[src/msd_pkg.sv]
`timescale 1ns / 1ps
`default_nettype none
// ----------------------------------------------------------------------------
// Microphone nudge steering detector package
// Shared constants, register codes and structs of the detector.
// ----------------------------------------------------------------------------
package msd_pkg;

	localparam int SAMPLE_BITS_DEF   = 12;
	localparam int FRACTION_BITS_DEF = 20;

	localparam int AVG_START   = 200;
	localparam int DRIVE_BITS  = 8;
	localparam int CFG_BITS    = 8;
	localparam int INDEX_BITS  = 2;

	localparam logic [DRIVE_BITS-1:0] MARGIN_RST = 8'd30;
	localparam logic [DRIVE_BITS-1:0] STEER_RST  = 8'd150;
	localparam logic [DRIVE_BITS-1:0] BOOST_RST  = 8'd200;

	typedef enum logic [INDEX_BITS-1:0] {
		CFG_MOVE_EN = 2'd0,
		CFG_MARGIN  = 2'd1,
		CFG_STEER   = 2'd2,
		CFG_BOOST   = 2'd3
	} cfg_reg_t;

	typedef enum logic [1:0] {
		SRC_NONE  = 2'd0,
		SRC_FR    = 2'd1,
		SRC_REAR  = 2'd2,
		SRC_FL    = 2'd3
	} nudge_src_t;

	typedef struct packed {
		logic fr;
		logic rear;
		logic fl;
	} lane_hits_t;

	typedef struct packed {
		logic                  move_en;
		logic [DRIVE_BITS-1:0] steer;
		logic [DRIVE_BITS-1:0] boost;
	} drive_cfg_t;

endpackage
`default_nettype wire

[src/msd_drive_if.sv]
`timescale 1ns / 1ps
`default_nettype none
// ----------------------------------------------------------------------------
// Motor drive channel
// Valid/ready channel that carries the drive values and the nudge source.
// ----------------------------------------------------------------------------
interface msd_drive_if;
	logic       valid;
	logic       ready;
	logic [7:0] left_drive;
	logic [7:0] right_drive;
	logic       drive_active;
	logic [1:0] nudge_source;

	modport source (output valid, left_drive, right_drive, drive_active, nudge_source,
		input ready);
	modport sink (input valid, left_drive, right_drive, drive_active, nudge_source,
		output ready);
endinterface
`default_nettype wire

[src/msd_merge.sv]
`timescale 1ns / 1ps
`default_nettype none
// ----------------------------------------------------------------------------
// Detector merge stage
// Picks the first lane that flagged a nudge, forms the gated drive values
// and holds them in the output register until taken.
// ----------------------------------------------------------------------------
module msd_merge (
	input  logic                clk,
	input  logic                arst_n,
	input  logic                load,
	input  msd_pkg::lane_hits_t hits,
	input  msd_pkg::drive_cfg_t cfg,
	msd_drive_if.source         drive
);
	logic                 valid_q;
	logic [7:0]           left_q;
	logic [7:0]           right_q;
	logic                 active_q;
	msd_pkg::nudge_src_t  source_q;
	logic [7:0]           left_raw;
	logic [7:0]           right_raw;
	msd_pkg::nudge_src_t  source_d;

	// Negative drives of a front nudge clamp to zero.
	always_comb begin
		left_raw  = '0;
		right_raw = '0;
		source_d  = msd_pkg::SRC_NONE;
		if (hits.fr) begin
			right_raw = cfg.steer;
			source_d  = msd_pkg::SRC_FR;
		end else if (hits.rear) begin
			left_raw  = cfg.boost;
			right_raw = cfg.boost;
			source_d  = msd_pkg::SRC_REAR;
		end else if (hits.fl) begin
			left_raw  = cfg.steer;
			source_d  = msd_pkg::SRC_FL;
		end
	end

	always_ff @(posedge clk or negedge arst_n) begin
		if (!arst_n) begin
			valid_q <= 1'b0;
		end else if (load) begin
			valid_q <= 1'b1;
		end else if (drive.ready) begin
			valid_q <= 1'b0;
		end
	end

	always_ff @(posedge clk) begin
		if (load) begin
			left_q   <= cfg.move_en ? left_raw : 8'd0;
			right_q  <= cfg.move_en ? right_raw : 8'd0;
			active_q <= cfg.move_en;
			source_q <= source_d;
		end
	end

	assign drive.valid        = valid_q;
	assign drive.left_drive   = left_q;
	assign drive.right_drive  = right_q;
	assign drive.drive_active = active_q;
	assign drive.nudge_source = source_q;

endmodule
`default_nettype wire

[src/flat_wrapper.sv]
// flat-port wrapper written by rule: the top's interface ports become plain ports
module msd_merge_flat 
  (clk, arst_n, load, hits, cfg, drive_valid, drive_left_drive, drive_right_drive, drive_drive_active, drive_nudge_source, drive_ready);
  msd_drive_if drive_i ();
  input  logic clk;
  input  logic arst_n;
  input  logic load;
  input  msd_pkg::lane_hits_t hits;
  input  msd_pkg::drive_cfg_t cfg;
  output wire logic [$bits(drive_i.valid)-1:0] drive_valid;
  output wire logic [$bits(drive_i.left_drive)-1:0] drive_left_drive;
  output wire logic [$bits(drive_i.right_drive)-1:0] drive_right_drive;
  output wire logic [$bits(drive_i.drive_active)-1:0] drive_drive_active;
  output wire logic [$bits(drive_i.nudge_source)-1:0] drive_nudge_source;
  input wire logic [$bits(drive_i.ready)-1:0] drive_ready;
  assign drive_valid = drive_i.valid;
  assign drive_left_drive = drive_i.left_drive;
  assign drive_right_drive = drive_i.right_drive;
  assign drive_drive_active = drive_i.drive_active;
  assign drive_nudge_source = drive_i.nudge_source;
  assign drive_i.ready = drive_ready;
  msd_merge u_core (.clk(clk), .arst_n(arst_n), .load(load), .hits(hits), .cfg(cfg), .drive(drive_i));
endmodule
[config.mk]
export PLATFORM = sky130hd
export DESIGN_NAME = msd_merge_flat
export DESIGN_NICKNAME = d
export VERILOG_FILES = /design/src/msd_pkg.sv /design/src/msd_drive_if.sv /design/src/msd_merge.sv /design/src/flat_wrapper.sv
export SDC_FILE = /design/constraint.sdc
export NUM_CORES = 1
export LEC_CHECK = 0
export BUFFER_PORTS_ARGS = -buffer_cell sky130_fd_sc_hd__buf_2
export CORE_ASPECT_RATIO = 1.5
export CORE_MARGIN = 1
export CORE_UTILIZATION = 41
export CTS_BUF_LIST = sky130_fd_sc_hd__clkbuf_16
export DETAILED_ROUTE_END_ITERATION = 10
export HOLD_SLACK_MARGIN = 0.06
export PLACE_DENSITY = 0.74
export SETUP_SLACK_MARGIN = 0.02
export SYNTH_ARGS = -nofsm -noshare
export SYNTH_HDL_FRONTEND = slang
export SYNTH_SLANG_ARGS = --single-unit
[constraint.sdc]
create_clock -name clk -period 0.8 [get_ports clk]
set_clock_uncertainty 0.05 [all_clocks]
set_input_delay 0.04 -clock clk [delete_from_list [all_inputs] [get_ports clk]]
set_output_delay 0.04 -clock clk [all_outputs]
set_load 0.01 [all_outputs]
Word level (Yosys, flattened, before mapping)
Index checks and enable logic that the tools add are counted.

operators by class
  multiplexer cells = 8
  bitwise operators = 1
  reductions and logical operators = 2

operator list
  operator           number
  $mux 8             4
  $mux 2             2
  $mux 1             2
  $reduce_bool 2->1  1
  $reduce_or 2->1    1
  $not 1->1          1

word-level totals
  bits in registers = 20
  bits of input ports = 24
  output and inout port bits = 20
  logic and storage cells = 16

Depth between registers and ports, before layout
  depth in word-level cells = 2
  depth in mapped cells = 3
  mapped depth without buffers = 2

Worst setup path after synthesis
OpenSTA, ideal clock, no wires.

  kind = reg-to-reg
  from = register, netlist name u_core.drive.valid
  to = register u_core.valid_q (netlist: u_core.drive.valid)
  library setup time = 0.118 ns
  arrival time = 0.565 ns
  data required time = 0.632 ns
  path slack = 0.067 ns
  stages on the path, launching flop included = 2
  buffers on the path = 0
  clock period less this slack = 0.733 ns
  cells stage by stage = dfrtp_1 > a21o_1

RTL lines
  what                    RTL line         text
  end signal: assignment  msd_merge.sv:45  valid_q <= 1'b0;
  end signal: assignment  msd_merge.sv:47  valid_q <= 1'b1;
  end signal: assignment  msd_merge.sv:49  valid_q <= 1'b0;
  end: declaration        msd_merge.sv:16  logic valid_q;

Worst setup path after layout
  from = register u_core.left_q[6] (netlist: u_core.drive.left_drive[6])
  to = output drive_left_drive[6]

RTL lines
  what                      RTL line            text
  start: declaration        msd_merge.sv:17     logic [7:0] left_q;
  start signal: assignment  msd_merge.sv:55     left_q <= cfg.move_en ? left_raw : 8'd0;
  end: declaration          flat_wrapper.sv:11  output wire logic [$bits(drive_i.left_drive)-1:0] drive_left_drive;

No word-level cell between the ends.

==> impl_metrics.tcl <==
set metrics [dict create \
    run_status "finished with violations" \
    violations "setup timing" \
    cp_top_family "flip-flops" \
    arrival_ps 770 \
    core_sq_um 2230 \
    io_pins 44 \
    maxCapViolations 0 \
    diodes 0 \
    place.gp.congestion 0.634 \
    netlist_area_sq_um 977 \
    vias 771 \
    finalSetupTns_ps -692 \
    hpwl_um 1500 \
    slowest_stage "edfxtp_1" \
    path_max_fanout 1 \
    rsz0062_at_grt "true" \
    intPower_mw 2.07 \
    synth-seq-cells 20 \
    cts_hold_buf 2 \
    cts_setup_buffers 0 \
    startpoint_type "register" \
    sw_frac_of_total 0.213 \
    p_comb_frac 0.140 \
    critPathMaxStageDelay_ps 370 \
    grt_pass1_wl_um 3320 \
    dpl_cell_area_sq_um 1220 \
    final.period_utilization 1.07 \
    totalWireLength_um 2040 \
    path_cells "buf_2" \
    drtIter0Drc 21 \
    grt_max_degree 27 \
    syn_area_per_cell_sq_um 12.2 \
    clockPowerShare 0.383 \
    grt_antenna_before_repair 0 \
    hold-worst-slack_ps 50.1 \
    ir_drop_mv 1.22 \
    worst_pin_slew_ps 449 \
    port_buffers 43 \
    min_path_type "input port to async pin" \
    fillers 185 \
    seqPwrFrac 0.477 \
    placed_cells 146 \
    power.leakage_nw 0.549 \
    drtPass1Iterations 4 \
    path_buf_inv 1 \
    p_per_area_nw_per_um2 2000 \
    grt_pass1_vias 792 \
    die_x_um 41.9 \
    hold_violations 0 \
    relSlewSlack 0.701 \
    area_growth_syn_to_layout_pct 34.6 \
    period_needed_ps 858 \
    ctsResizeCount 0 \
    finalNetCount 154 \
    path_class "register to output pin" \
    initial_core_util 0.438 \
    final_cells 152 \
    cts_tree "done" \
    die_area_sq_um 2590 \
    fp-row-count 21 \
    setup_viol 20 \
    overflow 0 \
    die_y_um 61.8 \
    ys_seq_area_frac 0.609 \
    clkSinkCount 20 \
    h-tree-depth 1 \
    layout_commonest_cell "buf_2" \
    drive_gt1_frac 0.450 \
    endpoint_kind "output pin" \
    most-common-layout-cells "buf_2 (43), edfxtp_1 (19), nand2_1 (16), nand3b_1 (16), a21boi_1 (8)" \
    yosys_warnings 0 \
    wl_per_cell_um 13.4 \
    grtUsageTotal 0.174 \
    worstPathRequired_ps 710 \
    synthCells 80 \
    clk_path_buf_depth 2 \
    ant_nets 0 \
    cts_root_buf "clkbuf_16" \
    fmax_mhz 1170 \
    post-route-worst-setup-slack_ps -58.3 \
    clock_latency_ps 240 \
    final_cell_area_sq_um 1320 \
    cts_buffers 3 \
    clkTransAtPathRegs_ps 50 \
    p_switching_mw 0.560 \
    drc 0 \
    synthDistinctLibCells 15 \
    viasPerCell 5.07 \
    synth_nets 104 \
    slew_violations 0 \
]
-- flip-flops by register name (all words and copies together), names as in the netlist --
signal / cells
u_core.drive.drive_active: 1
u_core.drive.left_drive: 8
u_core.drive.right_drive: 8
u_core.drive.nudge_source: 2
u_core.drive.valid: 1
-- power by group through the flow --
| stage | Clock, mW | Combinational (mW) | Sequential (mW) |
|---|---|---|---|
| 2_1_floorplan | 0 | 0.130 | 1.32 |
| 3_3_place_gp | 0 | 0.352 | 1.27 |
| 3_5_place_dp | 0 | 0.364 | 1.27 |
| 4_1_cts | 1.02 | 0.373 | 1.25 |
| 5_1_grt | 1.08 | 0.409 | 1.26 |
| 6_report | 1.00 | 0.369 | 1.25 |
-- metal layers --
metal / wire length (um) / global-route usage
met1: 763 / 0.183
met4: 27 / 0.115
met2: 1170 / 0.326
met3: 77 / 0.0260
met5: 0 / 0
-- area by class of cell --
cell class | instances | area, sq um | area share
Clock buffer | 3 | 75.1 | 0.0571
Timing Repair Buffer | 50 | 273 | 0.207
Multi-Input combinational cell | 53 | 332 | 0.252
Clock inverter | 1 | 3.75 | 0.00285
Tap cell | 23 | 28.8 | 0.0219
Sequential cell | 20 | 596 | 0.453
Inverter | 2 | 7.51 | 0.00571
-- metrics by stage --
| stage | utilization | power, mW | worst slack [ps] |
|---|---|---|---|
| after floorplan | - | 1.45 | 67.3 |
| after detailed placement | 0.545 | 1.64 | -114 |
| after CTS | 0.589 | 2.64 | -63.6 |
| final | 0.589 | 2.63 | -58.3 |
| after global routing | 0.589 | 2.75 | -84.6 |
| after global placement | 0.545 | 1.62 | -83.0 |
-- final timing paths --
path / startpoint / end / slack [ps] / cells after the start
max: u_core.drive.left_drive[6] / drive_left_drive[6] / -60 / 1
min: arst_n / u_core.drive.valid / 50 / 2
max reg2reg: u_core.drive.valid / u_core.drive.valid / 80 / 1
min reg2reg: u_core.drive.valid / u_core.drive.valid / 450 / 1
max in group asynchronous: arst_n / u_core.drive.valid / 560 / 2
min in group clk: cfg[16] / u_core.drive.drive_active / 50 / 1
-- synth_stat cells --
cell type	count	area [sq um]
buf_4	2	15.0
dfrtp_1	1	25.0
a21oi_1	2	10.0
a21boi_1	8	60.1
edfxtp_1	19	571
nand2_1	16	60.1
buf_2	1	5.00
a21o_1	2	15.0
nand3b_1	16	120
nand2b_1	1	6.26
buf_6	2	22.5
a21oi_2	6	52.6
nor2_1	2	7.51
inv_1	1	3.75
inv_2	1	3.75
-- cell families (layout without fill, tap and decap cells) --
logic type	count (synthesis)	after routing	synth area share
DFF	20	20	0.609
buffers and inverters	7	56	0.0512
and+or+nand+nor	35	35	0.198
AOI/OAI and AO/OA	18	18	0.141
Power figures use the tool's default switching activity.
